===== src/hdl/bfm_pkg.sv =====
package bfm_pkg;

    // Fixed field and register widths
    localparam int CFG_W  = 13;    // configuration register width
    localparam int DIM_W  = 15;    // clamped width, holds up to 32767
    localparam int H_W    = 13;    // clamped height, holds up to 4096
    localparam int ROW_W  = 12;    // row counter
    localparam int CHAN_W = 8;     // one color channel
    localparam int PAIR_W = 9;     // sum of two channel samples
    localparam int LANES  = 4;     // bytes per pixel
    localparam int LINE_W = LANES * PAIR_W;

    localparam int MAX_HEIGHT = 4096;

    // Register select on paddr[2]
    localparam logic REG_SRC_WIDTH  = 1'b0;
    localparam logic REG_SRC_HEIGHT = 1'b1;

    localparam logic [CFG_W-1:0] SRC_WIDTH_RESET  = 13'd1024;
    localparam logic [CFG_W-1:0] SRC_HEIGHT_RESET = 13'd1024;

    // Frame geometry derived from the configuration registers
    typedef struct packed {
        logic [DIM_W-1:0] width;
        logic [H_W-1:0]   height;
        logic [DIM_W-1:0] col_end;
        logic [H_W-1:0]   row_end;
        logic             wide;
        logic             tall;
    } geo_t;

    // One item on its way from the front stage to the averaging stage
    typedef struct packed {
        logic [LANES-1:0][PAIR_W-1:0] pair;
        logic                         wide;
        logic                         tall;
        logic                         last;
    } stage_t;

endpackage


===== src/hdl/bfm_cfg.sv =====
module bfm_cfg #(
    parameter int MAX_WIDTH = 4096
) (
    input  logic                clk,
    input  logic                rst_n,
    input  logic                psel,
    input  logic                penable,
    input  logic                pwrite,
    input  logic [2:0]          paddr,
    input  logic [31:0]         pwdata,
    output logic [31:0]         prdata,
    output logic                pready,
    output bfm_pkg::geo_t       geo
);

    logic [bfm_pkg::CFG_W-1:0] src_width_reg;
    logic [bfm_pkg::CFG_W-1:0] src_width_next;
    logic [bfm_pkg::CFG_W-1:0] src_height_reg;
    logic [bfm_pkg::CFG_W-1:0] src_height_next;
    bfm_pkg::geo_t             geo_reg;
    bfm_pkg::geo_t             geo_next;
    logic                      wr_strobe;

    // Clamp the raw registers and derive the used area
    function automatic bfm_pkg::geo_t derive(input logic [bfm_pkg::CFG_W-1:0] raw_w,
                                             input logic [bfm_pkg::CFG_W-1:0] raw_h);
        bfm_pkg::geo_t          g;
        logic [bfm_pkg::DIM_W-1:0] wx;
        logic [bfm_pkg::DIM_W-1:0] hx;
        wx = bfm_pkg::DIM_W'(raw_w);
        hx = bfm_pkg::DIM_W'(raw_h);
        if (wx == '0)
            g.width = bfm_pkg::DIM_W'(1);
        else if (wx > bfm_pkg::DIM_W'(MAX_WIDTH))
            g.width = bfm_pkg::DIM_W'(MAX_WIDTH);
        else
            g.width = wx;
        if (hx == '0)
            g.height = bfm_pkg::H_W'(1);
        else if (hx > bfm_pkg::DIM_W'(bfm_pkg::MAX_HEIGHT))
            g.height = bfm_pkg::H_W'(bfm_pkg::MAX_HEIGHT);
        else
            g.height = hx[bfm_pkg::H_W-1:0];
        g.wide    = (g.width >= bfm_pkg::DIM_W'(2));
        g.tall    = (g.height >= bfm_pkg::H_W'(2));
        g.col_end = g.wide ? {g.width[bfm_pkg::DIM_W-1:1], 1'b0} : bfm_pkg::DIM_W'(1);
        g.row_end = g.tall ? {g.height[bfm_pkg::H_W-1:1], 1'b0} : bfm_pkg::H_W'(1);
        return g;
    endfunction

    assign pready    = 1'b1;
    assign wr_strobe = psel && penable && pwrite && pready;
    assign geo       = geo_reg;

    // Register writes
    always_comb
    begin
        src_width_next  = src_width_reg;
        src_height_next = src_height_reg;
        if (wr_strobe)
        begin
            unique case (paddr[2])
                bfm_pkg::REG_SRC_WIDTH:  src_width_next  = pwdata[bfm_pkg::CFG_W-1:0];
                bfm_pkg::REG_SRC_HEIGHT: src_height_next = pwdata[bfm_pkg::CFG_W-1:0];
                default:                 src_width_next  = src_width_reg;
            endcase
        end
        geo_next = derive(src_width_next, src_height_next);
    end

    always_ff @(posedge clk or negedge rst_n)
    begin
        if (!rst_n)
        begin
            src_width_reg  <= bfm_pkg::SRC_WIDTH_RESET;
            src_height_reg <= bfm_pkg::SRC_HEIGHT_RESET;
            geo_reg        <= derive(bfm_pkg::SRC_WIDTH_RESET, bfm_pkg::SRC_HEIGHT_RESET);
        end
        else
        begin
            src_width_reg  <= src_width_next;
            src_height_reg <= src_height_next;
            geo_reg        <= geo_next;
        end
    end

    // Register reads
    always_comb
    begin
        unique case (paddr[2])
            bfm_pkg::REG_SRC_WIDTH:  prdata = 32'(src_width_reg);
            bfm_pkg::REG_SRC_HEIGHT: prdata = 32'(src_height_reg);
            default:                 prdata = '0;
        endcase
    end

endmodule


===== config.mk =====
export PLATFORM = sky130hd
export DESIGN_NAME = bfm_cfg
export DESIGN_NICKNAME = d
export VERILOG_FILES = /design/src/hdl/bfm_pkg.sv /design/src/hdl/bfm_cfg.sv
export SDC_FILE = /design/constraint.sdc
export NUM_CORES = 1
export LEC_CHECK = 0
export BUFFER_PORTS_ARGS = -buffer_cell sky130_fd_sc_hd__buf_4
export CAP_MARGIN = 20
export CORE_MARGIN = 5
export CORE_UTILIZATION = 43
export DETAILED_ROUTE_END_ITERATION = 8
export PLACE_DENSITY = 0.83
export REMOVE_ABC_BUFFERS = 1
export SLEW_MARGIN = 20
export SYNTH_ARGS = -nofsm -noshare
export SYNTH_HDL_FRONTEND = slang
export SYNTH_SLANG_ARGS = --single-unit

===== constraint.sdc =====
create_clock -name clk -period 1.2 [get_ports clk]
set_input_delay 0.24 -clock clk [delete_from_list [all_inputs] [get_ports clk]]
set_output_delay 0.24 -clock clk [all_outputs]
set_load 0.01 [all_outputs]

==> run_results.csv <==
group,metric,value,unit
clock_network,numCtsBuffers,9,
cells_and_area,final_common_cell,"buf_4",
timing,clock_skew,0.00680,ns
timing,slew_viol_final,0,
cells_and_area,fin_util,65.5,%
clock_network,cts_sinks,78,
drt,dr.pass1.iters,4,
drt,wire_per_inst,17.4,um
synthesis,synth_top_area_share,54.6,%
global_route,grt_pass1_vias,2268,
floorplanning,start_util,44.2,%
synthesis,synth-async-reset-ratio,100,%
worst_setup_path,path_cells,"buf_6 > mux2_4 > buf_6",
run,maxCapViolations,0,
power_and_ir_drop,seq_power_share,42.5,%
worst_setup_path,timing.rr.start,"src_width_reg[6]$_DFF_PN0_",
clock_network,clkSlewWorstSetupHoldPaths,0.07,ns
synthesis,syn-mean-instance-area,14.0,um^2
power_and_ir_drop,power_frac_comb,38.0,%
worst_setup_path,worstSetupPathType,"flip-flop to output port",
min_path,hold_class,"input pin to flip-flop",
worst_setup_path,critPathLaunchType,"flip-flop",
timing,fin_hold_ws,0.178,ns
worst_setup_path,worstRegToRegCells,5,
floorplanning,dieArea,9290,um^2
power_and_ir_drop,peakVddDrop,1240,uV
drt,ant_nets,0,
synthesis,synth_edf_count,0,
clock_network,clk_latency,0.34,ns
drt,vias_per_cell,4.67,
cells_and_area,register_area,1960,um^2
clock_network,cts_tree,"done",
worst_setup_path,cpPeakStageDelay,0.41,ns
cells_and_area,final_cell_mix,"98 x buf_4, 70 x dfrtp_1, 36 x buf_6, 30 x nor2b_1, 24 x conb_1",
place,port_buffers,85,
synthesis,yosys_warnings,0,
worst_setup_path,crit_start,"src_width_reg[7]$_DFF_PN0_",
timing,grt_setup_unrepaired,"yes",
place,place_congestion,0.774,
synthesis,ys_ff_latch,78,
timing,tns,-6.11,ns
global_route,grt_max_degree,79,
timing,fmax,665,MHz
global_route,grt.overflow.total,0,
run_status,violations,"setup timing",
synthesis,syn_area,3210,um^2
cells_and_area,largest_reg_flops,54,
cells_and_area,n_antenna_cell,0,
drt,routed_wl,8210,um
cells_and_area,fin_nets,410,
worst_setup_path,cp_common_cell,"buf_6",
timing,timing.final.hold_violations,0,
timing,post-route-period-util,125,%
global_route,grt_pass1_wl,11900,um
power_and_ir_drop,p_int,5760,uW
worst_setup_path,regToRegSetupSlack,-0.24,ns
worst_setup_path,worstPathMaxFanout,2,
timing,fin_ws,-0.304,ns
worst_setup_path,slowest_stage,"dfrtp_1",
floorplanning,design.core.area,7250,um^2
floorplanning,num_rows,31,
power_and_ir_drop,sw_frac_of_total,29.9,%
drt,drc_errors,0,
worst_setup_path,critPathCaptureType,"output port",
power_and_ir_drop,switchingPower,2460,uW
worst_setup_path,endpoint,"prdata[7]",
clock_network,h-tree-depth,3,
place,dp_hpwl,5310,um
synthesis,yosysUniqueCellTypes,32,
drt,initialDrtViolationCount,74,
run_status,outcome,"finished, violations left",
floorplanning,die_h,96.4,um
cells_and_area,drive_above_1_share,59.1,%
power_and_ir_drop,leakage,0.00238,uW
place,pre_cts_ws,-0.430,ns
cells_and_area,syn_to_final_growth,48.1,%
timing,finalSetupViolations,52,
worst_setup_path,required,0.96,ns
synthesis,ys_seq_area_share,61.1,%
min_path,hold_start,"pwdata[2]",
floorplanning,pin_count,131,
clock_network,cts.root.buffer_cell,"clkbuf_8",
worst_setup_path,reg2reg_to,"geo[1]$_DFF_PN1_",
synthesis,ys.flop_type,"dfrtp_1",
cells_and_area,multi_input_area,1240,um^2
global_route,grt_use_total,17.5,%
timing,fin_crit,1.50,ns
cells_and_area,num-fill-cells,538,
worst_setup_path,arrival,1.26,ns
power_and_ir_drop,clkPwrFrac,19.5,%
floorplanning,dieWidth,96.4,um
drt,vias,2208,
clock_network,cts_buffer_depth,2,
synthesis,syn_inst,230,
synthesis,synthTopCellsByArea,"dfrtp_1 55%, mux2_2 13%, nor2b_1 7.6%, dfstp_2 6.5%, buf_4 6.1%",
power_and_ir_drop,power_density,1730,nW/um^2
global_route,antenna_found_initial,0,
synthesis,yosysTopAreaCell,"dfrtp_1",
==> cell type report <==
type,count,area share [%]
Clock buffer,13,2.92
Clock inverter,2,0.211
Inverter,4,0.316
Multi-Input combinational cell,137,26.1
Sequential cell,78,41.3
Tap cell,99,2.61
Timing Repair Buffer,140,26.6
==> power by group through the flow <==
stage / Clock, uW / Combinational [uW] / Sequential, uW
2_1_floorplan: 0 / 784 / 3650
3_5_place_dp: 0 / 2330 / 3490
6_report: 1610 / 3120 / 3490
4_1_cts: 1650 / 2810 / 3460
5_1_grt: 1780 / 3330 / 3540
3_3_place_gp: 0 / 2270 / 3470
==> synth_stat cells (2+ instances only) <==
cell type / number
nor2_1: 6
nor4_2: 2
nor3_1: 2
dfstp_2: 8
or2_1: 2
nor2b_1: 39
buf_4: 26
inv_1: 4
dfrtp_1: 70
nor4_1: 4
a21oi_1: 2
conb_1: 2
mux2i_1: 4
buf_6: 5
buf_2: 2
mux2_2: 36
==> how the worst min path moves through the flow <==
stage                                       endpoint  cells past startpoint
after global placement             geo[51]$_DFF_PN0_                      2
after CTS                 src_width_reg[0]$_DFF_PN0_                      3
after global routing      src_width_reg[2]$_DFF_PN0_                      2
after floorplan                    geo[10]$_DFF_PN0_                      0
final                     src_width_reg[2]$_DFF_PN0_                      2
after detailed placement           geo[51]$_DFF_PN0_                      2
==> critical path, delay by kind of cell (launching register included) <==
family | cells | cell delay (ns)
buffers and inverters | 2 | 0.25
muxes | 1 | 0.27
DFF | 1 | 0.41
==> routing by layer <==
metal	track usage, %	routed length, um	part of all wire (%)	vias to the layer above
met5	0	0	0	-
li1	-	-	-	1000
met4	5.49	93	1.1	0
met2	28.8	4190	51	83
met1	21.8	3350	41	1114
met3	5.89	576	7.0	11
==> cell families after synthesis <==
logic type	after synthesis	synth area share [%]
flip-flops	78	61.1
AND/OR/NAND/NOR	67	14.6
multiplexers	41	14.3
buffers and inverters	38	8.73
AO/OA/AOI/OAI	4	0.975
other	2	0.234
==> stage by stage <==
stage | power [uW] | instance area [um^2] | instances
after floorplan | 4440 | 3030 | 218
after global placement | 5750 | 4080 | 437
after detailed placement | 5820 | 4080 | 437
after CTS | 7920 | 4550 | 468
after global routing | 8650 | 4750 | 473
final | 8210 | 4750 | 473
==> repair_timing <==
action                                 CTS  global route
setup endpoints to repair               26            57
buffers inserted                        14             3
endpoints found under the hold margin   70             0
gates cloned                             1             2
pin swaps                                1             7
resized for setup                       49            32
hold buffers                             1             0
No activity file was read; power rests on OpenSTA's default activity.
