## src/hdl/bfm_pkg.sv

```systemverilog
package bfm_pkg;

    // Fixed field and register widths
    localparam int CFG_W  = 13;    // configuration register width
    localparam int DIM_W  = 15;    // clamped width, holds up to 32767
    localparam int H_W    = 13;    // clamped height, holds up to 4096
    localparam int ROW_W  = 12;    // row counter
    localparam int CHAN_W = 8;     // one color channel
    localparam int PAIR_W = 9;     // sum of two channel samples
    localparam int LANES  = 4;     // bytes per pixel
    localparam int LINE_W = LANES * PAIR_W;

    localparam int MAX_HEIGHT = 4096;

    // Register select on paddr[2]
    localparam logic REG_SRC_WIDTH  = 1'b0;
    localparam logic REG_SRC_HEIGHT = 1'b1;

    localparam logic [CFG_W-1:0] SRC_WIDTH_RESET  = 13'd1024;
    localparam logic [CFG_W-1:0] SRC_HEIGHT_RESET = 13'd1024;

    // Frame geometry derived from the configuration registers
    typedef struct packed {
        logic [DIM_W-1:0] width;
        logic [H_W-1:0]   height;
        logic [DIM_W-1:0] col_end;
        logic [H_W-1:0]   row_end;
        logic             wide;
        logic             tall;
    } geo_t;

    // One item on its way from the front stage to the averaging stage
    typedef struct packed {
        logic [LANES-1:0][PAIR_W-1:0] pair;
        logic                         wide;
        logic                         tall;
        logic                         last;
    } stage_t;

endpackage

```

## src/hdl/bfm_if.sv

```systemverilog


interface bfm_out_if;
    logic       valid;
    logic       ready;
    logic [7:0] out_red;
    logic [7:0] out_green;
    logic [7:0] out_blue;
    logic [7:0] out_alpha;
    logic       frame_last;

    modport source (output valid, output out_red, output out_green, output out_blue,
                    output out_alpha, output frame_last, input ready);
    modport sink   (input valid, input out_red, input out_green, input out_blue,
                    input out_alpha, input frame_last, output ready);
endinterface

```

## src/hdl/bfm_back.sv

```systemverilog
module bfm_back (
    input  logic                       clk,
    input  logic                       rst_n,
    input  bfm_pkg::stage_t            item,
    input  logic                       item_valid,
    input  logic [bfm_pkg::LINE_W-1:0] line_rd_data,
    output logic                       take_ready,
    bfm_out_if.source                  pix_out
);

    bfm_pkg::stage_t                 s1_reg;
    logic                            s1_valid_reg;
    logic                            out_valid_reg;
    logic [bfm_pkg::LANES-1:0][7:0]  out_reg;
    logic [bfm_pkg::LANES-1:0][7:0]  out_next;
    logic                            last_reg;
    logic                            out_load;
    logic [bfm_pkg::PAIR_W-1:0]      above [bfm_pkg::LANES];
    logic [bfm_pkg::PAIR_W:0]        sum   [bfm_pkg::LANES];
    logic [bfm_pkg::PAIR_W:0]        shifted [bfm_pkg::LANES];
    logic [1:0]                      shift;

    // Output register frees up when empty or taken; stage one follows it
    assign out_load   = !out_valid_reg || pix_out.ready;
    assign take_ready = !s1_valid_reg || out_load;

    // Add the pair sums of the row above and divide by the sample count
    assign shift = {1'b0, s1_reg.wide} + {1'b0, s1_reg.tall};
    always_comb
    begin
        for (int k = 0; k < bfm_pkg::LANES; k++)
        begin
            above[k]   = s1_reg.tall ? line_rd_data[k*bfm_pkg::PAIR_W +: bfm_pkg::PAIR_W] : '0;
            sum[k]     = {1'b0, s1_reg.pair[k]} + {1'b0, above[k]};
            shifted[k] = sum[k] >> shift;
            out_next[k] = shifted[k][7:0];
        end
    end

    always_ff @(posedge clk or negedge rst_n)
    begin
        if (!rst_n)
        begin
            s1_valid_reg  <= 1'b0;
            out_valid_reg <= 1'b0;
        end
        else
        begin
            if (take_ready)
            begin
                s1_valid_reg <= item_valid;
            end
            if (out_load)
            begin
                out_valid_reg <= s1_valid_reg;
            end
        end
    end

    always_ff @(posedge clk)
    begin
        if (take_ready)
        begin
            s1_reg <= item;
        end
        if (out_load)
        begin
            out_reg  <= out_next;
            last_reg <= s1_reg.last;
        end
    end

    assign pix_out.valid      = out_valid_reg;
    assign pix_out.out_red    = out_reg[0];
    assign pix_out.out_green  = out_reg[1];
    assign pix_out.out_blue   = out_reg[2];
    assign pix_out.out_alpha  = out_reg[3];
    assign pix_out.frame_last = last_reg;

endmodule

```

## src/flat_wrapper.sv

```systemverilog
// flat-port wrapper written by rule: the top's interface ports become plain ports
module bfm_back_flat 
  (clk, rst_n, item, item_valid, line_rd_data, take_ready, pix_out_valid, pix_out_out_red, pix_out_out_green, pix_out_out_blue, pix_out_out_alpha, pix_out_frame_last, pix_out_ready);
  bfm_out_if pix_out_i ();
  input  logic clk;
  input  logic rst_n;
  input  bfm_pkg::stage_t item;
  input  logic item_valid;
  input  logic [bfm_pkg::LINE_W-1:0] line_rd_data;
  output logic take_ready;
  output wire logic [$bits(pix_out_i.valid)-1:0] pix_out_valid;
  output wire logic [$bits(pix_out_i.out_red)-1:0] pix_out_out_red;
  output wire logic [$bits(pix_out_i.out_green)-1:0] pix_out_out_green;
  output wire logic [$bits(pix_out_i.out_blue)-1:0] pix_out_out_blue;
  output wire logic [$bits(pix_out_i.out_alpha)-1:0] pix_out_out_alpha;
  output wire logic [$bits(pix_out_i.frame_last)-1:0] pix_out_frame_last;
  input wire logic [$bits(pix_out_i.ready)-1:0] pix_out_ready;
  assign pix_out_valid = pix_out_i.valid;
  assign pix_out_out_red = pix_out_i.out_red;
  assign pix_out_out_green = pix_out_i.out_green;
  assign pix_out_out_blue = pix_out_i.out_blue;
  assign pix_out_out_alpha = pix_out_i.out_alpha;
  assign pix_out_frame_last = pix_out_i.frame_last;
  assign pix_out_i.ready = pix_out_ready;
  bfm_back u_core (.clk(clk), .rst_n(rst_n), .item(item), .item_valid(item_valid), .line_rd_data(line_rd_data), .take_ready(take_ready), .pix_out(pix_out_i));
endmodule
```

## config.mk

```make
export PLATFORM = sky130hd
export DESIGN_NAME = bfm_back_flat
export DESIGN_NICKNAME = d
export VERILOG_FILES = /design/src/hdl/bfm_pkg.sv /design/src/hdl/bfm_if.sv /design/src/hdl/bfm_back.sv /design/src/flat_wrapper.sv
export SDC_FILE = /design/constraint.sdc
export NUM_CORES = 1
export LEC_CHECK = 0
export ABC_AREA = 1
export ABC_CLOCK_PERIOD_IN_PS = 2280
export BUFFER_PORTS_ARGS = -buffer_cell sky130_fd_sc_hd__buf_4
export CORE_UTILIZATION = 32
export DETAILED_ROUTE_END_ITERATION = 7
export PLACE_DENSITY = 0.6
export SLEW_MARGIN = 20
export SYNTH_ARGS = -nofsm -noshare
export SYNTH_HDL_FRONTEND = slang
export SYNTH_SLANG_ARGS = --single-unit
```

## constraint.sdc

```tcl
create_clock -name clk -period 2.28 [get_ports clk]
set_input_delay 0.456 -clock clk [delete_from_list [all_inputs] [get_ports clk]]
set_output_delay 0.456 -clock clk [all_outputs]
set_load 0.02 [all_outputs]
```

==> results by group <==
STA
  – Worst hold slack: 279 ps
  – RSZ-0062 raised after global routing: true
  – Slew @ Worst Pin: 515 ps
  – Fmax: 461 MHz
  – Setup tns final: 0 ps
  – Worst slew margin: 0.656
  – Final hold vios: 0
  – Crit share post-route: 0.952
  – Clk_skew: 8.36 ps
  – Post-route setup slack: 109 ps
  – Final min period: 2170 ps
  – Slew Limit Fails: 0
  – Final setup violation count: 0

Worst setup path
  – Worst path required time: 2360 ps
  – WS Path Type: register to register
  – Data arrival, critical path: 2250 ps
  – Startpoint Class: register
  – Critical path capture point type: register
  – CP Max Fanout: 7

Cells and area
  – Most frequent cells in the layout: nand2_1 (203), buf_4 (128), inv_1 (100), nand3_1 (97), edfxtp_1 (72)
  – Layout Nets: 914
  – Commonest non-fill, non-tap cell in the layout: nand2_1
  – P&R area growth vs syn: 40.8%
  – Final Cell Area: 0.00726 sq mm
  – N_diodes: 0
  – Ratio of cells with drive above 1 in the final layout: 0.324
  – Max reg flops: 39
  – Final Core Density: 0.459

Clocking
  – Max Root-Sink Buffers: 2
  – Worst-path clk slew: 60 ps
  – Number of buffers created by CTS: 9
  – CTS root buffer: clkbuf_16
  – CTS tree: built
  – Clk_lat worst skew: 350 ps
  – CTS H-Tree Depth: 3
  – CTS Sinks: 74

Yosys
  – Syn avg cell area: 7.78 sq um
  – Post-synthesis adder-cell area fraction: 0.105
  – Post-Synthesis Cells: 663
  – Syn nets: 783
  – Synth unique cells: 25
  – Post-synthesis mux area share: 0
  – Synth Area in Compound Gates: 0.0311
  – XOR/XNOR Fraction of Synth Area: 0.0136
  – #FFs+latches synth: 74
  – Largest family of logic cells by synthesized area: simple AND/OR/NAND/NOR gates
  – Syn Std Cell Area: 0.00516 sq mm
  – Seq/Total Area, Yosys: 0.429
  – Simple-gate area share of the yosys netlist: 0.331
  – Ys Warns: 0

Placement
  – Setup WS pre-CTS: 12.6 ps
  – I/O Buffers: 113
  – RD Place Congestion: 0.850
  – DPL Wire Length: 9240 microns
  – Post-placement cell area: 0.00632 sq mm

Power and ir drop
  – Leakage: 0.00355 uW
  – Logic gate share of total power: 0.367
  – Net Sw Power: 1720 uW
  – Flop pwr share: 0.367
  – VDD IR max: 0.000347 V
  – Pint: 3270 uW
  – Pwr/cell area: 687 mW/mm^2
  – Net Sw Frac: 0.345
  – Clk pwr share: 0.266

Floorplanning
  – Initial Util: 0.326
  – Die span in y: 129 microns
  – Floorplan Core Area: 0.0158 sq mm
  – Boundary Pins: 114
  – Die area: 0.0166 sq mm
  – Num rows: 46
  – Die span in x: 129 microns

Drt
  – DR DRC count: 0
  – Number of DRC markers in iteration 0: 225
  – Post-route ant nets: 0
  – Drt total wl: 12900 microns
  – Via count: 4629
  – Post-detailed-route wirelength per cell: 12.7 microns
  – Drt first pass iters: 4
  – Vias per cell: 4.56

Global route
  – First-pass GRT wire length: 19700 microns
  – Gr usage total: 0.155
  – Initial antenna violation count: 0
  – Overflow after GRT: 0
  – Pin count of the biggest net entering global routing: 38
  – Number of global-route vias before repair: 4184

Run
  – Max-cap viol count: 0

Worst hold path
  – HP Class: primary input to register

Outcome
  – Status: completed
## path summary, 6_finish.rpt
path / endpoint / slack (ps) / startpoint / depth (start not counted)
worst max-delay path: u_core.pix_out.out_blue[1] / 110 / u_core.s1_reg[1] / 10
worst min-delay path: u_core.s1_reg[36] / 280 / item[36] / 1
worst max register to register: u_core.pix_out.out_blue[1] / 110 / u_core.s1_reg[1] / 10
worst min register to register: u_core.pix_out.frame_last / 420 / u_core.s1_reg[0] / 0
max in group asynchronous: u_core.pix_out.valid / 1750 / rst_n / 2
min in group asynchronous: u_core.s1_valid_reg / 440 / rst_n / 2
## area by class of cell
| class | count | area (sq um) |
|---|---|---|
| clock buffer | 10 | 229 |
| fill | 1591 | 8570 |
| tap | 216 | 270 |
| inverter | 102 | 383 |
| clock inverter | 6 | 43.8 |
| sequential | 74 | 2210 |
| timing repair buffer | 136 | 1080 |
| multi-input combinational | 471 | 3040 |
## stage by stage
stage               total power (uW)  instances
global placement                3430        993
CTS                             4800       1010
floorplan                       2890        663
global route                    5320       1015
finish                          4990       1015
detailed placement              3440        993
## cells by family (layout without fill, tap and decap cells)
logic type,Yosys count,after routing
compound gates,28,28
xor+xnor,8,8
fa+ha+maj,41,41
buf+inv,118,254
flops,74,74
simple gates,394,394
## synth_stat cells
master / instances / area, sq um
clkbuf_1: 5 / 18.8
o211ai_1: 4 / 30.0
inv_1: 101 / 379
or2_4: 4 / 35.0
xor2_1: 2 / 17.5
ha_1: 37 / 463
buf_1: 1 / 3.75
or2_2: 4 / 25.0
clkbuf_4: 2 / 15.0
clkinv_1: 1 / 3.75
edfxtp_1: 72 / 2160
dfrtp_1: 2 / 50.1
o21ai_0: 8 / 40.0
xnor2_1: 6 / 52.6
nand3_1: 127 / 636
nand2_1: 220 / 826
buf_4: 2 / 15.0
fa_1: 4 / 80.1
a21oi_1: 12 / 60.1
nand2_2: 6 / 37.5
buf_2: 6 / 30.0
o21bai_1: 4 / 30.0
or2_1: 6 / 37.5
nor2_1: 25 / 93.8
nand3b_1: 2 / 15.0
## layer usage
| layer | global-route usage | vias to the layer above | share of wire |
|---|---|---|---|
| li1 | - | 2425 | - |
| met1 | 0.195 | 2078 | 0.45 |
| met2 | 0.257 | 103 | 0.49 |
| met3 | 0.0395 | 23 | 0.042 |
| met4 | 0.0574 | 0 | 0.019 |
| met5 | 0 | - | 0 |
## timing repair
item / 4_1_cts / 5_1_grt
pin swaps: 0 / 30
setup buffers: 0 / 5
hold buffers: 1 / 0
gates resized for setup: 3 / 105
endpoints found under the hold margin: 2 / 0
setup endpoints to repair: 2 / 32
## power by group through the flow
stage / combinational [uW] / sequential (uW) / clock (uW)
after global routing: 2040 / 1850 / 1430
after CTS: 1610 / 1820 / 1370
final: 1830 / 1830 / 1330
after detailed placement: 1600 / 1850 / 0
after global placement: 1590 / 1840 / 0
after floorplan: 895 / 2000 / 0
## worst max-delay path, cell delays in order (launching register included)
cell and delay (ps):
edfxtp_1 460, buf_6 180, nand2_1 60, inv_1 40, ha_2 180, fa_2 370, buf_4 140, xnor2_1 190
nand2_1 80, o211ai_1 90, nand2_1 110
Note: power is estimated with default switching activity, not from simulation.
