## src/hdl/bfm_pkg.sv

```systemverilog
package bfm_pkg;

    // Fixed field and register widths
    localparam int CFG_W  = 13;    // configuration register width
    localparam int DIM_W  = 15;    // clamped width, holds up to 32767
    localparam int H_W    = 13;    // clamped height, holds up to 4096
    localparam int ROW_W  = 12;    // row counter
    localparam int CHAN_W = 8;     // one color channel
    localparam int PAIR_W = 9;     // sum of two channel samples
    localparam int LANES  = 4;     // bytes per pixel
    localparam int LINE_W = LANES * PAIR_W;

    localparam int MAX_HEIGHT = 4096;

    // Register select on paddr[2]
    localparam logic REG_SRC_WIDTH  = 1'b0;
    localparam logic REG_SRC_HEIGHT = 1'b1;

    localparam logic [CFG_W-1:0] SRC_WIDTH_RESET  = 13'd1024;
    localparam logic [CFG_W-1:0] SRC_HEIGHT_RESET = 13'd1024;

    // Frame geometry derived from the configuration registers
    typedef struct packed {
        logic [DIM_W-1:0] width;
        logic [H_W-1:0]   height;
        logic [DIM_W-1:0] col_end;
        logic [H_W-1:0]   row_end;
        logic             wide;
        logic             tall;
    } geo_t;

    // One item on its way from the front stage to the averaging stage
    typedef struct packed {
        logic [LANES-1:0][PAIR_W-1:0] pair;
        logic                         wide;
        logic                         tall;
        logic                         last;
    } stage_t;

endpackage

```

## src/hdl/bfm_if.sv

```systemverilog
interface bfm_in_if;
    logic       valid;
    logic       ready;
    logic [7:0] in_red;
    logic [7:0] in_green;
    logic [7:0] in_blue;
    logic [7:0] in_alpha;

    modport source (output valid, output in_red, output in_green, output in_blue,
                    output in_alpha, input ready);
    modport sink   (input valid, input in_red, input in_green, input in_blue,
                    input in_alpha, output ready);
endinterface


```

## src/hdl/bfm_front.sv

```systemverilog
module bfm_front #(
    parameter int MAX_WIDTH = 4096,
    parameter int LINE_AW   = (MAX_WIDTH / 2 > 1) ? $clog2(MAX_WIDTH / 2) : 1
) (
    input  logic                        clk,
    input  logic                        rst_n,
    input  bfm_pkg::geo_t               geo,
    bfm_in_if.sink                      pix_in,
    input  logic                        take_ready,
    output logic                        line_wr_en,
    output logic [LINE_AW-1:0]          line_wr_addr,
    output logic [bfm_pkg::LINE_W-1:0]  line_wr_data,
    output logic                        line_rd_en,
    output logic [LINE_AW-1:0]          line_rd_addr,
    output bfm_pkg::stage_t             item,
    output logic                        item_valid
);

    localparam int CNT_W = (MAX_WIDTH > 2) ? $clog2(MAX_WIDTH) : 1;

    logic [CNT_W-1:0]                 col_reg;
    logic [CNT_W-1:0]                 col_next;
    logic [bfm_pkg::ROW_W-1:0]        row_reg;
    logic [bfm_pkg::ROW_W-1:0]        row_next;
    logic [bfm_pkg::LANES-1:0][7:0]   held_reg;
    logic [bfm_pkg::LANES-1:0][7:0]   held_next;
    logic [bfm_pkg::LANES-1:0][7:0]   pix;
    logic [bfm_pkg::LANES-1:0][bfm_pkg::PAIR_W-1:0] pair;
    logic [bfm_pkg::DIM_W-1:0]        col_ext;
    logic [bfm_pkg::DIM_W-1:0]        col_inc;
    logic [bfm_pkg::H_W-1:0]          row_ext;
    logic [bfm_pkg::H_W-1:0]          row_inc;
    logic [CNT_W-1:0]                 idx_full;
    logic                             accept;
    logic                             in_area;
    logic                             even_col;
    logic                             have_pair;
    logic                             even_row;

    assign pix_in.ready = take_ready;
    assign accept       = pix_in.valid && take_ready;
    assign pix          = {pix_in.in_alpha, pix_in.in_blue, pix_in.in_green, pix_in.in_red};

    // Position of the incoming pixel against the used area
    assign col_ext   = bfm_pkg::DIM_W'(col_reg);
    assign col_inc   = col_ext + bfm_pkg::DIM_W'(1);
    assign row_ext   = bfm_pkg::H_W'(row_reg);
    assign row_inc   = row_ext + bfm_pkg::H_W'(1);
    assign in_area   = (col_ext < geo.col_end) && (row_ext < geo.row_end);
    assign even_col  = geo.wide && !col_reg[0];
    assign have_pair = in_area && !even_col;
    assign even_row  = geo.tall && !row_reg[0];

    // Horizontal pair sums
    always_comb
    begin
        for (int k = 0; k < bfm_pkg::LANES; k++)
        begin
            pair[k] = bfm_pkg::PAIR_W'(pix[k]) +
                      (geo.wide ? bfm_pkg::PAIR_W'(held_reg[k]) : '0);
        end
    end

    // Even rows park their pair sums in the line store, odd rows fetch them
    assign idx_full     = col_reg >> 1;
    assign line_wr_en   = accept && have_pair && even_row;
    assign line_wr_addr = idx_full[LINE_AW-1:0];
    assign line_wr_data = pair;
    assign line_rd_en   = accept && have_pair && !even_row && geo.tall;
    assign line_rd_addr = idx_full[LINE_AW-1:0];

    assign item_valid = accept && have_pair && !even_row;
    always_comb
    begin
        item.pair = pair;
        item.wide = geo.wide;
        item.tall = geo.tall;
        item.last = (col_ext == geo.col_end - bfm_pkg::DIM_W'(1)) &&
                    (row_ext == geo.row_end - bfm_pkg::H_W'(1));
    end

    // Raster position and held even-column pixel
    always_comb
    begin
        col_next  = col_reg;
        row_next  = row_reg;
        held_next = held_reg;
        if (accept)
        begin
            if (in_area && even_col)
            begin
                held_next = pix;
            end
            if (col_inc >= geo.width)
            begin
                col_next = '0;
                row_next = (row_inc >= geo.height) ? '0 : row_inc[bfm_pkg::ROW_W-1:0];
            end
            else
            begin
                col_next = col_inc[CNT_W-1:0];
            end
        end
    end

    always_ff @(posedge clk or negedge rst_n)
    begin
        if (!rst_n)
        begin
            col_reg  <= '0;
            row_reg  <= '0;
            held_reg <= '0;
        end
        else
        begin
            col_reg  <= col_next;
            row_reg  <= row_next;
            held_reg <= held_next;
        end
    end

endmodule

```

## src/flat_wrapper.sv

```systemverilog
// flat-port wrapper written by rule: the top's interface ports become plain ports
module bfm_front_flat 
#(
    parameter int MAX_WIDTH = 4096,
    parameter int LINE_AW   = (MAX_WIDTH / 2 > 1) ? $clog2(MAX_WIDTH / 2) : 1
)
  (clk, rst_n, geo, take_ready, line_wr_en, line_wr_addr, line_wr_data, line_rd_en, line_rd_addr, item, item_valid, pix_in_valid, pix_in_in_red, pix_in_in_green, pix_in_in_blue, pix_in_in_alpha, pix_in_ready);
  bfm_in_if pix_in_i ();
  input  logic clk;
  input  logic rst_n;
  input  bfm_pkg::geo_t geo;
  input  logic take_ready;
  output logic line_wr_en;
  output logic [LINE_AW-1:0] line_wr_addr;
  output logic [bfm_pkg::LINE_W-1:0] line_wr_data;
  output logic line_rd_en;
  output logic [LINE_AW-1:0] line_rd_addr;
  output bfm_pkg::stage_t item;
  output logic item_valid;
  input wire logic [$bits(pix_in_i.valid)-1:0] pix_in_valid;
  input wire logic [$bits(pix_in_i.in_red)-1:0] pix_in_in_red;
  input wire logic [$bits(pix_in_i.in_green)-1:0] pix_in_in_green;
  input wire logic [$bits(pix_in_i.in_blue)-1:0] pix_in_in_blue;
  input wire logic [$bits(pix_in_i.in_alpha)-1:0] pix_in_in_alpha;
  output wire logic [$bits(pix_in_i.ready)-1:0] pix_in_ready;
  assign pix_in_i.valid = pix_in_valid;
  assign pix_in_i.in_red = pix_in_in_red;
  assign pix_in_i.in_green = pix_in_in_green;
  assign pix_in_i.in_blue = pix_in_in_blue;
  assign pix_in_i.in_alpha = pix_in_in_alpha;
  assign pix_in_ready = pix_in_i.ready;
  bfm_front #(.MAX_WIDTH(MAX_WIDTH), .LINE_AW(LINE_AW)) u_core (.clk(clk), .rst_n(rst_n), .geo(geo), .pix_in(pix_in_i), .take_ready(take_ready), .line_wr_en(line_wr_en), .line_wr_addr(line_wr_addr), .line_wr_data(line_wr_data), .line_rd_en(line_rd_en), .line_rd_addr(line_rd_addr), .item(item), .item_valid(item_valid));
endmodule
```

## config.mk

```make
export PLATFORM = sky130hd
export DESIGN_NAME = bfm_front_flat
export DESIGN_NICKNAME = d
export VERILOG_FILES = /design/src/hdl/bfm_pkg.sv /design/src/hdl/bfm_if.sv /design/src/hdl/bfm_front.sv /design/src/flat_wrapper.sv
export SDC_FILE = /design/constraint.sdc
export NUM_CORES = 1
export LEC_CHECK = 0
export ABC_AREA = 1
export BUFFER_PORTS_ARGS = -buffer_cell sky130_fd_sc_hd__buf_2
export CAP_MARGIN = 30
export CORE_ASPECT_RATIO = 1.5
export CORE_MARGIN = 5
export CORE_UTILIZATION = 35
export CTS_BUF_LIST = sky130_fd_sc_hd__clkbuf_4
export DETAILED_ROUTE_END_ITERATION = 7
export REMOVE_ABC_BUFFERS = 1
export SLEW_MARGIN = 20
export SYNTH_ARGS = -nofsm -noshare
export SYNTH_HDL_FRONTEND = slang
export SYNTH_SLANG_ARGS = --single-unit
```

## constraint.sdc

```tcl
create_clock -name clk -period 2.9 [get_ports clk]
set_input_delay 0.145 -clock clk [delete_from_list [all_inputs] [get_ports clk]]
set_output_delay 0.145 -clock clk [all_outputs]
set_load 0.02 [all_outputs]
```

==> summary.log, run 1 <==
[power_and_ir_drop] portion of total power attributed to combinational logic 59.4%
[setup_path] highest net fanout along the worst path 2
[placed_design] pre-CTS WS 11.83 ps
[placed_design] cell area after placement 7940 µm²
[finish] flip-flop count of the largest register, all copies and words added 32
[floorplanning] CORE AREA 20180 µm²
[cts] clock edge transition at the registers on the reported setup and hold paths 180 ps
[cts] maximum level of the CTS H-tree 2
[run] max-cap violation count 0
[cts] number of CTS-inserted buffers 5
[cts] clock tree root buffer cell sky130_fd_sc_hd__clkbuf_4
[cts] clock latency on the worst-skew pair 390 ps
[cts] deepest clock path buffer count 2
[floorplanning] Chip Height 184.5 µm
[yosys] xor and xnor fraction of the mapped netlist area 6.143%
[sta] relative slew slack 51.47%
[yosys] total of warnings raised by yosys 0
[yosys] largest family of logic cells by synthesized area simple AND/OR/NAND/NOR gates
[yosys] flip-flop and latch count after synthesis 56
[placed_design] DP Wirelength 15820 µm
[placed_design] global placement routability congestion 0.8432
[yosys] prevailing post-synth register cell sky130_fd_sc_hd__dfrtp_1
[sta] Final Hold Fails 0
[power_and_ir_drop] Static Leak 5.085 nW
[yosys] number of distinct library cells after synthesis 40
[setup_path] cell-by-cell listing of the critical path nand2_1 -> inv_1 -> ha_1 -> inv_1 -> fa_1 -> nand3b_1 -> nand2_1 -> a21oi_1 -> o21ai_2 -> xor2_1 -> buf_2
[yosys] cell type with the highest aggregate area in the netlist sky130_fd_sc_hd__dfrtp_1
[sta] setup TNS after final layout 0 ps
[floorplanning] cell row count 64
[setup_path] WP data required 2760 ps
[power_and_ir_drop] share of power burned in the clock network 12.2%
[yosys] post-synthesis share of cell area spent on full adders, half adders and majority gates 16.26%
[sta] share of the clock period used by the worst path after layout 92.83%
[sta] setup-violating endpoint count in the final report 0
[routing] vias after detailed routing 7029
[global_routing] global-route wire length before repair 31610 µm
[global_routing] maximum number of pins on one net before global-route repair 33
[floorplanning] floorplan die width 126.4 µm
[global_routing] number of global-route vias before repair 6931
[yosys] total standard cell area after synthesis 7108 µm²
[yosys] most repeated cell in the gate-level netlist after synthesis sky130_fd_sc_hd__nand2_1
[yosys] proportion of register bits with asynchronous set or reset after synthesis 100.0%
[routing] drc violations 0
[global_routing] GRT overflow 0
[routing] initial detailed-routing violation count 169
[finish] net count of the finished layout 1443
[power_and_ir_drop] ratio of total power to cell area 439.6 nW/µm²
[setup_path] RR Startpoint u_core.col_reg[3]$_DFFE_PN0P_
[placed_design] placed cell count 1480
[power_and_ir_drop] worst ir drop on vdd 0.3165 mV
[setup_path] source of the critical timing path u_core.held_reg[8]$_DFFE_PN0P_
[yosys] number of synthesized flops with an enable pin 0
[yosys] simple-gate share of the synthesized area 32.85%
[floorplanning] Top Ports 195
[finish] share of final-layout standard cells stronger than drive strength 1 21.67%
[power_and_ir_drop] switching share of power 48.43%
[power_and_ir_drop] sequential cell fraction of total power 28.3%
[sta] final worst clock skew 17.12 ps
[routing] post-DR wirelength/cell 12.39 µm
[sta] maximum achievable frequency 371.5 MHz
[hold_path] HP Class input port to asynchronous set/reset pin
[yosys] number of cells produced by synthesis 1086
[routing] detailed-router iteration count before antenna repair 6
[global_routing] Total Routing Usage GR 16.08%
[setup_path] maximum cell stage delay along the critical path 400 ps
[sta] number of max-slew violations in the final report 0
[routing] vias per inst 4.609
[floorplanning] die area 23320 µm²
[status] status complete, no violations
[setup_path] Setup crit start kind flip-flop
[placed_design] count of input and output buffers 194
[yosys] share of the synthesized area in the top cell type 19.71%
[setup_path] kind of end point of the critical path output port
[global_routing] number of antenna violations at the first check in global routing 1
[sta] worst-margin pin slew 728.0 ps
[floorplanning] Starting Density 35.22%
[setup_path] cell with the largest stage delay on the worst path sky130_fd_sc_hd__dfrtp_1
[sta] Worst Slack Setup Final 207.9 ps
[finish] Synth-to-Final Area Change 18.43%
[finish] final core utilization 41.72%
[routing] aggregate routed wire length 18900 µm
[finish] Design Area, Final 8418 µm²
[yosys] top post-synthesis cells by area sky130_fd_sc_hd__dfrtp_1 (20%), sky130_fd_sc_hd__nand2_1 (18%), sky130_fd_sc_hd__ha_1 (15%), sky130_fd_sc_hd__inv_1 (8.6%), sky130_fd_sc_hd__buf_4 (6.5%)
[sta] Tmin final 2692 ps
[power_and_ir_drop] switching power of the nets 1.792 mW
[power_and_ir_drop] internal power component 1.908 mW
[routing] count of antenna-violating nets left after detailed routing 0
[sta] setup repair after global routing missed its margin false
[cts] Num Clock Sinks 56
[yosys] mean instance size in the synthesized netlist 6.545 µm²
[yosys] share of synthesized area spent on multiplexers 0%
[setup_path] crit path kind flip-flop to output port
[yosys] most frequent cells after synthesis sky130_fd_sc_hd__nand2_1 (345), sky130_fd_sc_hd__inv_1 (162), sky130_fd_sc_hd__ha_1 (86), sky130_fd_sc_hd__nand3_1 (86), sky130_fd_sc_hd__buf_4 (62)
[setup_path] worst endpoint data arrival time 2550 ps
[yosys] compound-gate portion of the synthesized area 7.023%
[yosys] sequential cell area fraction in the yosys report 19.71%
[finish] final std cells w/o fill 1525
[cts] CTS tree yes
[worst paths after layout]
path	endpoint	slack [ps]	depth (start not counted)
max in group asynchronous	u_core.held_reg[3]$_DFFE_PN0P_	1720	3
setup reg to reg	u_core.row_reg[3]$_DFFE_PN0P_	310	12
setup / recovery	line_wr_data[15]	210	11
hold / removal	u_core.held_reg[17]$_DFFE_PN0P_	310	2
hold reg to reg	u_core.held_reg[5]$_DFFE_PN0P_	490	2
min in group clk	u_core.col_reg[11]$_DFFE_PN0P_	360	4
[metal layers]
metal / up-vias / part of all wire [%] / routed length, µm / track usage, %
li1: 3695 / - / - / -
met3: 19 / 4.0 / 765 / 1.856
met4: 0 / 1.7 / 320 / 4.551
met5: - / 0 / 0 / 0
met2: 163 / 54 / 10130 / 31.55
met1: 3152 / 41 / 7685 / 17.98
[worst max-delay path: cells and delay by family (launching register included)]
family          cells  cell delay (ps)
fa+ha+maj           2              550
simple gates        3              330
buf+inv             3              340
compound gates      2              250
flops               1              400
xor+xnor            1              270
[what timing repair did]
action,in CTS,in global routing
pin swaps,0,3
buffers inserted,0,3
setup endpoints to repair,12,33
gates resized for setup,1,12
endpoints found under the hold margin,59,0
hold buffers,33,0
[cell families after synthesis]
family,after synthesis
flip-flops,56
XOR/XNOR,49
buffers and inverters,260
AO/OA/AOI/OAI,89
AND/OR/NAND/NOR,542
adder cells (fa/ha/maj),90
[through the flow]
stage | power (mW) | hold WS (ps)
after floorplan | 2.473 | -150.6
final | 3.700 | 306.7
after global placement | 3.206 | 256.9
after global routing | 4.046 | 367.2
after detailed placement | 3.233 | 258.0
after CTS | 3.743 | 314.8
[cell type report]
cell class | count | area [µm²]
well taps | 264 | 330.3
inverters | 176 | 660.6
flip-flops and latches | 56 | 1404
fillers | 2218 | 11760
multi-input cells | 770 | 4464
clock buffers | 5 | 37.54
clock inverters | 3 | 42.54
repair buffers | 250 | 1476
diodes | 1 | 2.502
[placed cells by master, fill, tap and decap left out, types with 3 or more instances in the layout]
cell,n
sky130_fd_sc_hd__nand3b_1,8
sky130_fd_sc_hd__nand4_1,12
sky130_fd_sc_hd__nand3_1,86
sky130_fd_sc_hd__nor2_4,4
sky130_fd_sc_hd__buf_2,193
sky130_fd_sc_hd__o21ai_1,16
sky130_fd_sc_hd__xnor2_1,13
sky130_fd_sc_hd__nor4_1,3
sky130_fd_sc_hd__a21o_1,5
sky130_fd_sc_hd__nor2_2,8
sky130_fd_sc_hd__o22ai_1,4
sky130_fd_sc_hd__o21ai_2,6
sky130_fd_sc_hd__nor3_2,4
sky130_fd_sc_hd__dlygate4sd3_1,33
sky130_fd_sc_hd__o21a_1,3
sky130_fd_sc_hd__dfrtp_1,54
sky130_fd_sc_hd__nand2_2,3
sky130_fd_sc_hd__o21ai_0,12
sky130_fd_sc_hd__buf_4,24
sky130_fd_sc_hd__xor2_1,35
sky130_fd_sc_hd__nor3_1,8
sky130_fd_sc_hd__nand2_1,345
sky130_fd_sc_hd__inv_2,12
sky130_fd_sc_hd__fa_1,4
sky130_fd_sc_hd__nor2_1,55
sky130_fd_sc_hd__inv_1,162
sky130_fd_sc_hd__a21oi_1,38
sky130_fd_sc_hd__clkbuf_4,5
sky130_fd_sc_hd__ha_1,86
[power by group through the flow]
| stage | Sequential (mW) | Clock [mW] | Combinational, mW |
|---|---|---|---|
| after floorplan | 1.12 | 0 | 1.36 |
| after global placement | 1.06 | 0 | 2.15 |
| after detailed placement | 1.06 | 0 | 2.17 |
| after CTS | 1.05 | 0.481 | 2.21 |
| after global routing | 1.07 | 0.501 | 2.47 |
| final | 1.05 | 0.452 | 2.20 |
(Power assumes the default switching activity.)
==> run 2, diff against run 1 <==
--- a/config.mk
+++ b/config.mk
@@ -5,12 +5,11 @@
 export SDC_FILE = /design/constraint.sdc
 export NUM_CORES = 1
 export LEC_CHECK = 0
-export ABC_AREA = 1
 export BUFFER_PORTS_ARGS = -buffer_cell sky130_fd_sc_hd__buf_2
 export CAP_MARGIN = 30
 export CORE_ASPECT_RATIO = 1.5
 export CORE_MARGIN = 5
-export CORE_UTILIZATION = 35
+export CORE_UTILIZATION = 37
 export CTS_BUF_LIST = sky130_fd_sc_hd__clkbuf_4
 export DETAILED_ROUTE_END_ITERATION = 7
 export REMOVE_ABC_BUFFERS = 1
==> summary.log, run 2 <==
[status] status complete, but fails checks
[status] failing checks setup timing
[routing] count of antenna-violating nets left after detailed routing 0 [unchanged]
[cts] clock edge transition at the registers on the reported setup and hold paths 180 ps [about the same]
[power_and_ir_drop] ratio of total power to cell area 507.9 nW/µm² [+16%]
[yosys] cell type with the highest aggregate area in the netlist sky130_fd_sc_hd__dfrtp_1
[global_routing] global-route wire length before repair 28690 µm [-9.2%]
[global_routing] maximum number of pins on one net before global-route repair 50 [+52%]
[yosys] sequential cell area fraction in the yosys report 21.54% [+1.8 points]
[global_routing] number of antenna violations at the first check in global routing 6 [+5]
[routing] initial detailed-routing violation count 187 [+11%]
[sta] final worst clock skew 16.23 ps [-0.8902 ps]
[cts] deepest clock path buffer count 2 [unchanged]
[yosys] mean instance size in the synthesized netlist 8.428 µm² [+29%]
[routing] drc violations 0 [unchanged]
[finish] Filler cells 1704 [-23%]
[cts] CTS tree yes
[sta] Final Hold Fails 0 [unchanged]
[finish] flip-flop count of the largest register, all copies and words added 32 [unchanged]
[cts] maximum level of the CTS H-tree 2 [unchanged]
[yosys] total standard cell area after synthesis 6506 µm² [-8.5%]
[finish] net count of the finished layout 1182 [-18%]
[sta] share of the clock period used by the worst path after layout 107.0% [+14 points]
[floorplanning] Starting Density 37.50% [+2.3 points]
[routing] vias per inst 5.058 [+9.7%]
[sta] setup repair after global routing missed its margin true
[floorplanning] floorplan die width 118.3 µm [-6.4%]
[finish] Synth-to-Final Area Change 32.08%
[power_and_ir_drop] Pwr Total 4.364 mW [+18%]
[yosys] number of synthesized flops with an enable pin 0 [unchanged]
[setup_path] family of cells with the greatest summed delay on the critical path simple AND/OR/NAND/NOR gates
[yosys] number of distinct library cells after synthesis 64 [+60%]
[sta] Tmin final 3102 ps [+409.6 ps]
[sta] worst-margin pin slew 674.0 ps [-53.95 ps]
[sta] maximum achievable frequency 322.4 MHz [-13%]
[yosys] share of the synthesized area in the top cell type 21.54% [+1.8 points]
[placed_design] count of input and output buffers 194 [unchanged]
[cts] Num Clock Sinks 56 [unchanged]
[setup_path] cell with the largest stage delay on the worst path sky130_fd_sc_hd__or4_4
[sta] number of max-slew violations in the final report 0 [unchanged]
[setup_path] worst endpoint data arrival time 2960 ps [+410 ps]
[routing] post-DR wirelength/cell 14.44 µm [+17%]
[floorplanning] Chip Height 172.4 µm [-6.6%]
[yosys] most repeated cell in the gate-level netlist after synthesis sky130_fd_sc_hd__ha_1
[sta] Worst Slack Setup Final -201.7 ps [-409.6 ps]
[run] max-cap violation count 0 [unchanged]
[placed_design] placed cell count 1154 [-22%]
[power_and_ir_drop] Static Leak 4.383 nW [-14%]
[power_and_ir_drop] worst ir drop on vdd 0.4043 mV [+28%]
[yosys] prevailing post-synth register cell sky130_fd_sc_hd__dfrtp_1
[setup_path] maximum cell stage delay along the critical path 540 ps [+140 ps]
[yosys] top post-synthesis cells by area sky130_fd_sc_hd__dfrtp_1 (22%), sky130_fd_sc_hd__ha_1 (17%), sky130_fd_sc_hd__buf_4 (7.2%), sky130_fd_sc_hd__xnor2_1 (5.8%), sky130_fd_sc_hd__mux2_1 (5.5%)
[setup_path] cell-by-cell listing of the critical path inv_2 -> ha_4 -> or4_4 -> or4_4 -> nor4_4 -> o2111ai_2 -> nor4_2 -> buf_2
[placed_design] cell area after placement 7639 µm² [-3.8%]
[floorplanning] Top Ports 195 [unchanged]
[finish] highest-count cells in the layout ignoring fill and taps sky130_fd_sc_hd__buf_2 (191), sky130_fd_sc_hd__inv_1 (82), sky130_fd_sc_hd__ha_1 (75)
[yosys] proportion of register bits with asynchronous set or reset after synthesis 100.0% [unchanged]
[setup_path] cell seen most often among critical-path stages sky130_fd_sc_hd__or4_4
[yosys] number of cells produced by synthesis 772 [-29%]
[setup_path] Setup crit start kind flip-flop
[global_routing] Total Routing Usage GR 16.77% [+0.68 points]
[floorplanning] die area 20390 µm² [-13%]
[setup_path] kind of end point of the critical path output port
[yosys] total of warnings raised by yosys 0 [unchanged]
[routing] vias after detailed routing 6146 [-13%]
[placed_design] pre-CTS WS -139.4 ps [-151.2 ps]
[finish] Design Area, Final 8593 µm² [+2.1%]
[routing] detailed-router iteration count before antenna repair 4 [-2]
[yosys] most frequent cells after synthesis sky130_fd_sc_hd__ha_1 (86), sky130_fd_sc_hd__inv_1 (84), sky130_fd_sc_hd__buf_4 (62)
[sta] relative slew slack 55.07% [+3.6 points]
[finish] share of final-layout standard cells stronger than drive strength 1 33.73% [+12 points]
[global_routing] GRT overflow 0 [unchanged]
[cts] clock latency on the worst-skew pair 400 ps [about the same]
[placed_design] DP Wirelength 14190 µm [-10%]
[floorplanning] cell row count 59 [-7.8%]
[cts] clock tree root buffer cell sky130_fd_sc_hd__clkbuf_4
[finish] commonest non-fill, non-tap cell in the layout sky130_fd_sc_hd__buf_2
[setup_path] worst path bufs/invs 2 [-1]
[yosys] flip-flop and latch count after synthesis 56 [unchanged]
[hold_path] HP Class input port to asynchronous set/reset pin
[setup_path] highest net fanout along the worst path 2 [unchanged]
[sta] setup-violating endpoint count in the final report 1 [+1]
[finish] final core utilization 49.53% [+7.8 points]
[global_routing] number of global-route vias before repair 6257 [-9.7%]
[placed_design] global placement routability congestion 0.8397 [-0.42%]
[finish] final std cells w/o fill 1215 [-20%]
[cts] number of CTS-inserted buffers 5 [unchanged]
[setup_path] crit path kind flip-flop to output port
[floorplanning] CORE AREA 17350 µm² [-14%]
[setup_path] WP data required 2760 ps [about the same]
[routing] aggregate routed wire length 17550 µm [-7.1%]
## run 2: metrics by stage
step / hold WS, ps / TNS (ps)
2_1_floorplan: -150.6 / -45050
3_3_place_gp: -0.06350 / -757.6
3_5_place_dp: -1.987 / -1567
4_1_cts: 70.28 / -273.9
5_1_grt: 86.23 / -2335
6_report: 79.58 / -201.7
## run 2: where the power goes
part           leakage (nW)  internal [mW]  switching (mW)
clock network        0.0558          0.272           0.284
registers             0.670          0.963           0.117
logic                  3.66           1.15            1.58
total                  4.38           2.39            1.98
## run 2: worst reg2reg max path: cells and delay by family (launching register included)
kind	cells	cell delay (ps)
adder cells (fa/ha/maj)	1	270
flip-flops	1	400
XOR/XNOR	1	130
buffers and inverters	6	840
AND/OR/NAND/NOR	5	560
AO/OA/AOI/OAI	3	620
## run 2: repair_timing
| item | CTS | global route |
|---|---|---|
| resized for setup | 34 | 39 |
| setup buffers | 9 | 8 |
| pin swaps | 14 | 10 |
| endpoints found under the setup margin | 21 | 27 |
| endpoints found under the hold margin | 39 | 0 |
| hold buffers | 33 | 0 |
## run 2: layer usage
metal / part of all wire (%) / routed length [µm] / global-route usage, % / up-vias
met2: 54 / 9468 / 32.94 / 177
li1: - / - / - / 3068
met1: 38 / 6700 / 17.77 / 2870
met3: 5.6 / 984 / 3.207 / 25
met5: 0.23 / 41 / 0 / -
met4: 2.0 / 353 / 5.489 / 6
## run 2: worst paths after layout
check | startpoint | cells after the start | endpoint | slack, ps
max in group asynchronous | rst_n | 3 | u_core.row_reg[8]$_DFFE_PN0P_ | 1880
setup / recovery | u_core.row_reg[0]$_DFFE_PN0P_ | 8 | item[0] | -200
hold / removal | rst_n | 2 | u_core.row_reg[10]$_DFFE_PN0P_ | 80
hold reg to reg | u_core.held_reg[7]$_DFFE_PN0P_ | 1 | u_core.held_reg[7]$_DFFE_PN0P_ | 510
setup reg to reg | u_core.col_reg[0]$_DFFE_PN0P_ | 16 | u_core.row_reg[6]$_DFFE_PN0P_ | 10
min in group clk | take_ready | 4 | u_core.col_reg[1]$_DFFE_PN0P_ | 330
## run 2: cell type report
class | count | area (µm²) | area share [%]
multi-input cells | 549 | 4584 | 53.35
clock buffers | 5 | 37.54 | 0.4368
inverters | 85 | 319.1 | 3.713
clock inverters | 3 | 68.82 | 0.8008
flip-flops and latches | 56 | 1406 | 16.37
repair buffers | 301 | 1903 | 22.15
well taps | 213 | 266.5 | 3.101
diodes | 3 | 7.507 | 0.08736
## run 2: cell families after synthesis
group | count (synthesis) | share of synthesized area [%]
AND/OR/NAND/NOR | 221 | 17.98
buffers and inverters | 167 | 13.40
flip-flops | 56 | 21.54
multiplexers | 35 | 6.019
AO/OA/AOI/OAI | 138 | 14.54
adder cells (fa/ha/maj) | 90 | 17.77
XOR/XNOR | 65 | 8.750
==> run 3, diff against run 2 <==
--- a/config.mk
+++ b/config.mk
@@ -17,3 +17,4 @@
 export SYNTH_ARGS = -nofsm -noshare
 export SYNTH_HDL_FRONTEND = slang
 export SYNTH_SLANG_ARGS = --single-unit
+export TNS_END_PERCENT = 50
==> summary.log, run 3 (synthesis results as in run 2) <==
[routing] initial detailed-routing violation count 155 [-17%]
[global_routing] number of antenna violations at the first check in global routing 6 [unchanged]
[global_routing] global-route wire length before repair 28660 µm [about the same]
[placed_design] count of input and output buffers 194 [unchanged]
[finish] commonest non-fill, non-tap cell in the layout sky130_fd_sc_hd__buf_2
[global_routing] number of global-route vias before repair 6249 [-0.13%]
[setup_path] Worst R2R Setup Slack -30 ps [-40 ps]
[sta] number of max-slew violations in the final report 0 [unchanged]
[power_and_ir_drop] portion of total power attributed to combinational logic 62.4% [about the same]
[setup_path] cell seen most often among critical-path stages sky130_fd_sc_hd__or4_4
[sta] maximum achievable frequency 323.8 MHz [+0.42%]
[setup_path] CP endpoint item[0]
[sta] setup-violating endpoint count in the final report 8 [+7]
[global_routing] maximum number of pins on one net before global-route repair 50 [unchanged]
[setup_path] WP data required 2760 ps [about the same]
[global_routing] Total Routing Usage GR 16.75% [about the same]
[setup_path] source of the critical timing path u_core.row_reg[0]$_DFFE_PN0P_
[setup_path] capture instance of the worst register-to-register path u_core.row_reg[6]$_DFFE_PN0P_
[floorplanning] Starting Density 37.50% [unchanged]
[finish] highest-count cells in the layout ignoring fill and taps sky130_fd_sc_hd__buf_2 (191), sky130_fd_sc_hd__inv_1 (82), sky130_fd_sc_hd__ha_1 (81)
[setup_path] highest net fanout along the worst path 2 [unchanged]
[power_and_ir_drop] switching share of power 45.21% [-0.086 points]
[cts] number of CTS-inserted buffers 5 [unchanged]
[setup_path] kind of end point of the critical path output port
[power_and_ir_drop] Static Leak 4.344 nW [-0.88%]
[finish] flip-flop count of the largest register, all copies and words added 32 [unchanged]
[floorplanning] cell row count 59 [unchanged]
[cts] clock tree root buffer cell sky130_fd_sc_hd__clkbuf_4
[placed_design] global placement routability congestion 0.8397 [unchanged]
[finish] Synth-to-Final Area Change 29.79%
[floorplanning] die area 20390 µm² [unchanged]
[floorplanning] floorplan die width 118.3 µm [unchanged]
[power_and_ir_drop] ratio of total power to cell area 514.2 nW/µm² [+1.2%]
[routing] detailed-router iteration count before antenna repair 4 [unchanged]
[status] status complete, but fails checks
[sta] Tmin final 3089 ps [-12.91 ps]
[setup_path] Setup crit start kind flip-flop
[routing] vias per inst 5.070 [+0.24%]
[routing] post-DR wirelength/cell 14.39 µm [-0.34%]
[setup_path] RR Startpoint u_core.col_reg[0]$_DFFE_PN0P_
[sta] setup repair after global routing missed its margin true
[floorplanning] CORE AREA 17350 µm² [unchanged]
[cts] CTS tree yes
[run] max-cap violation count 0 [unchanged]
[routing] drc violations 0 [unchanged]
[setup_path] worst endpoint data arrival time 2940 ps [-20 ps]
[setup_path] crit path kind flip-flop to output port
[cts] Num Clock Sinks 56 [unchanged]
[global_routing] GRT overflow 0 [unchanged]
[finish] share of final-layout standard cells stronger than drive strength 1 32.46% [-1.3 points]
[cts] clock edge transition at the registers on the reported setup and hold paths 180 ps [about the same]
[sta] relative slew slack 54.87% [-0.20 points]
[status] failing checks setup timing
[sta] Worst Slack Setup Final -188.8 ps [+12.91 ps]
[sta] worst-margin pin slew 677.0 ps [+3.004 ps]
[power_and_ir_drop] sequential cell fraction of total power 24.9% [+0.2 points]
[setup_path] cell-by-cell listing of the critical path inv_2 -> ha_4 -> or4_4 -> or4_4 -> nor4_4 -> o2111ai_2 -> nor4_2 -> buf_2
[setup_path] Register-to-Register Path Depth 16 [unchanged]
[sta] share of the clock period used by the worst path after layout 106.5% [-0.45 points]
[power_and_ir_drop] share of power burned in the clock network 12.7% [about the same]
[cts] maximum level of the CTS H-tree 2 [unchanged]
[sta] setup TNS after final layout -280.6 ps [-78.89 ps]
[finish] Filler cells 1715 [+0.65%]
[routing] vias after detailed routing 6125 [-0.34%]
[finish] Design Area, Final 8444 µm² [-1.7%]
[routing] count of antenna-violating nets left after detailed routing 0 [unchanged]
[hold_path] HP Class input port to asynchronous set/reset pin
[cts] clock latency on the worst-skew pair 400 ps [about the same]
[placed_design] DP Wirelength 14190 µm [unchanged]
[power_and_ir_drop] internal power component 2.379 mW [-0.35%]
[cts] deepest clock path buffer count 2 [unchanged]
[setup_path] cell with the largest stage delay on the worst path sky130_fd_sc_hd__or4_4
[power_and_ir_drop] worst ir drop on vdd 0.4038 mV [-0.12%]
[sta] final worst clock skew 16.39 ps [+0.1639 ps]
[sta] Final Hold Fails 0 [unchanged]
[setup_path] maximum cell stage delay along the critical path 540 ps [about the same]
[routing] aggregate routed wire length 17390 µm [-0.91%]
[floorplanning] Chip Height 172.4 µm [unchanged]
[placed_design] cell area after placement 7639 µm² [unchanged]
[finish] net count of the finished layout 1175 [-0.59%]
[floorplanning] Top Ports 195 [unchanged]
[power_and_ir_drop] switching power of the nets 1.963 mW [-0.70%]
==> run 3: worst min-delay path by stage <==
stage                                           endpoint  slack [ps]  cells after the start
after floorplan            u_core.col_reg[0]$_DFFE_PN0P_        -150                      0
after global placement    u_core.held_reg[7]$_DFFE_PN0P_       -0.06                      1
after detailed placement  u_core.held_reg[7]$_DFFE_PN0P_          -2                      1
after CTS                 u_core.held_reg[7]$_DFFE_PN0P_          70                      2
after global routing      u_core.held_reg[7]$_DFFE_PN0P_          90                      2
final                     u_core.row_reg[10]$_DFFE_PN0P_          80                      2
==> run 3: timing repair <==
action	CTS	global route
pin swaps	12	8
resized for setup	32	26
buffers inserted	8	2
endpoints found under the hold margin	39	0
hold buffers	33	0
endpoints found under the setup margin	21	28
==> run 3: area by class of cell <==
cell class / count / area (µm²) / area share (%)
diodes: 3 / 7.507 / 0.08890
clock buffers: 5 / 37.54 / 0.4445
clock inverters: 3 / 68.82 / 0.8149
inverters: 85 / 319.1 / 3.778
multi-input cells: 549 / 4507 / 53.37
flip-flops and latches: 56 / 1406 / 16.65
well taps: 213 / 266.5 / 3.156
repair buffers: 294 / 1832 / 21.69
==> run 3: metal layers <==
| layer | track usage [%] | vias to the layer above | wire (µm) |
|---|---|---|---|
| met5 | 0 | - | 41 |
| met4 | 5.489 | 6 | 446 |
| met3 | 3.207 | 31 | 921 |
| met2 | 32.92 | 171 | 9329 |
| met1 | 17.75 | 2861 | 6649 |
| li1 | - | 3056 | - |
==> run 3: power groups by stage <==
stage	logic, mW	registers [mW]	clock network [mW]
CTS	2.71	1.07	0.580
detailed placement	2.62	1.09	0
floorplan	1.59	1.19	0
finish	2.71	1.08	0.550
global route	3.01	1.11	0.601
global placement	2.59	1.08	0
==> run 3: critical path, delay by kind of cell, from the launching register on <==
family	cells	cell delay, ps
AND/OR/NAND/NOR	4	1480
flip-flops	1	420
buffers and inverters	2	300
adder cells (fa/ha/maj)	1	190
AO/OA/AOI/OAI	1	160
==> run 3: stage by stage <==
stage	total power, mW	utilization, %	setup WS, ps	hold WS (ps)	instances
finish	4.342	48.68	-188.8	83.18	1208
CTS	4.361	47.67	-273.9	70.28	1203
floorplan	2.786	-	-1481	-150.6	690
global route	4.725	48.68	-352.9	86.23	1208
global placement	3.671	44.03	-84.37	-0.06350	1154
detailed placement	3.708	44.03	-139.4	-1.987	1154
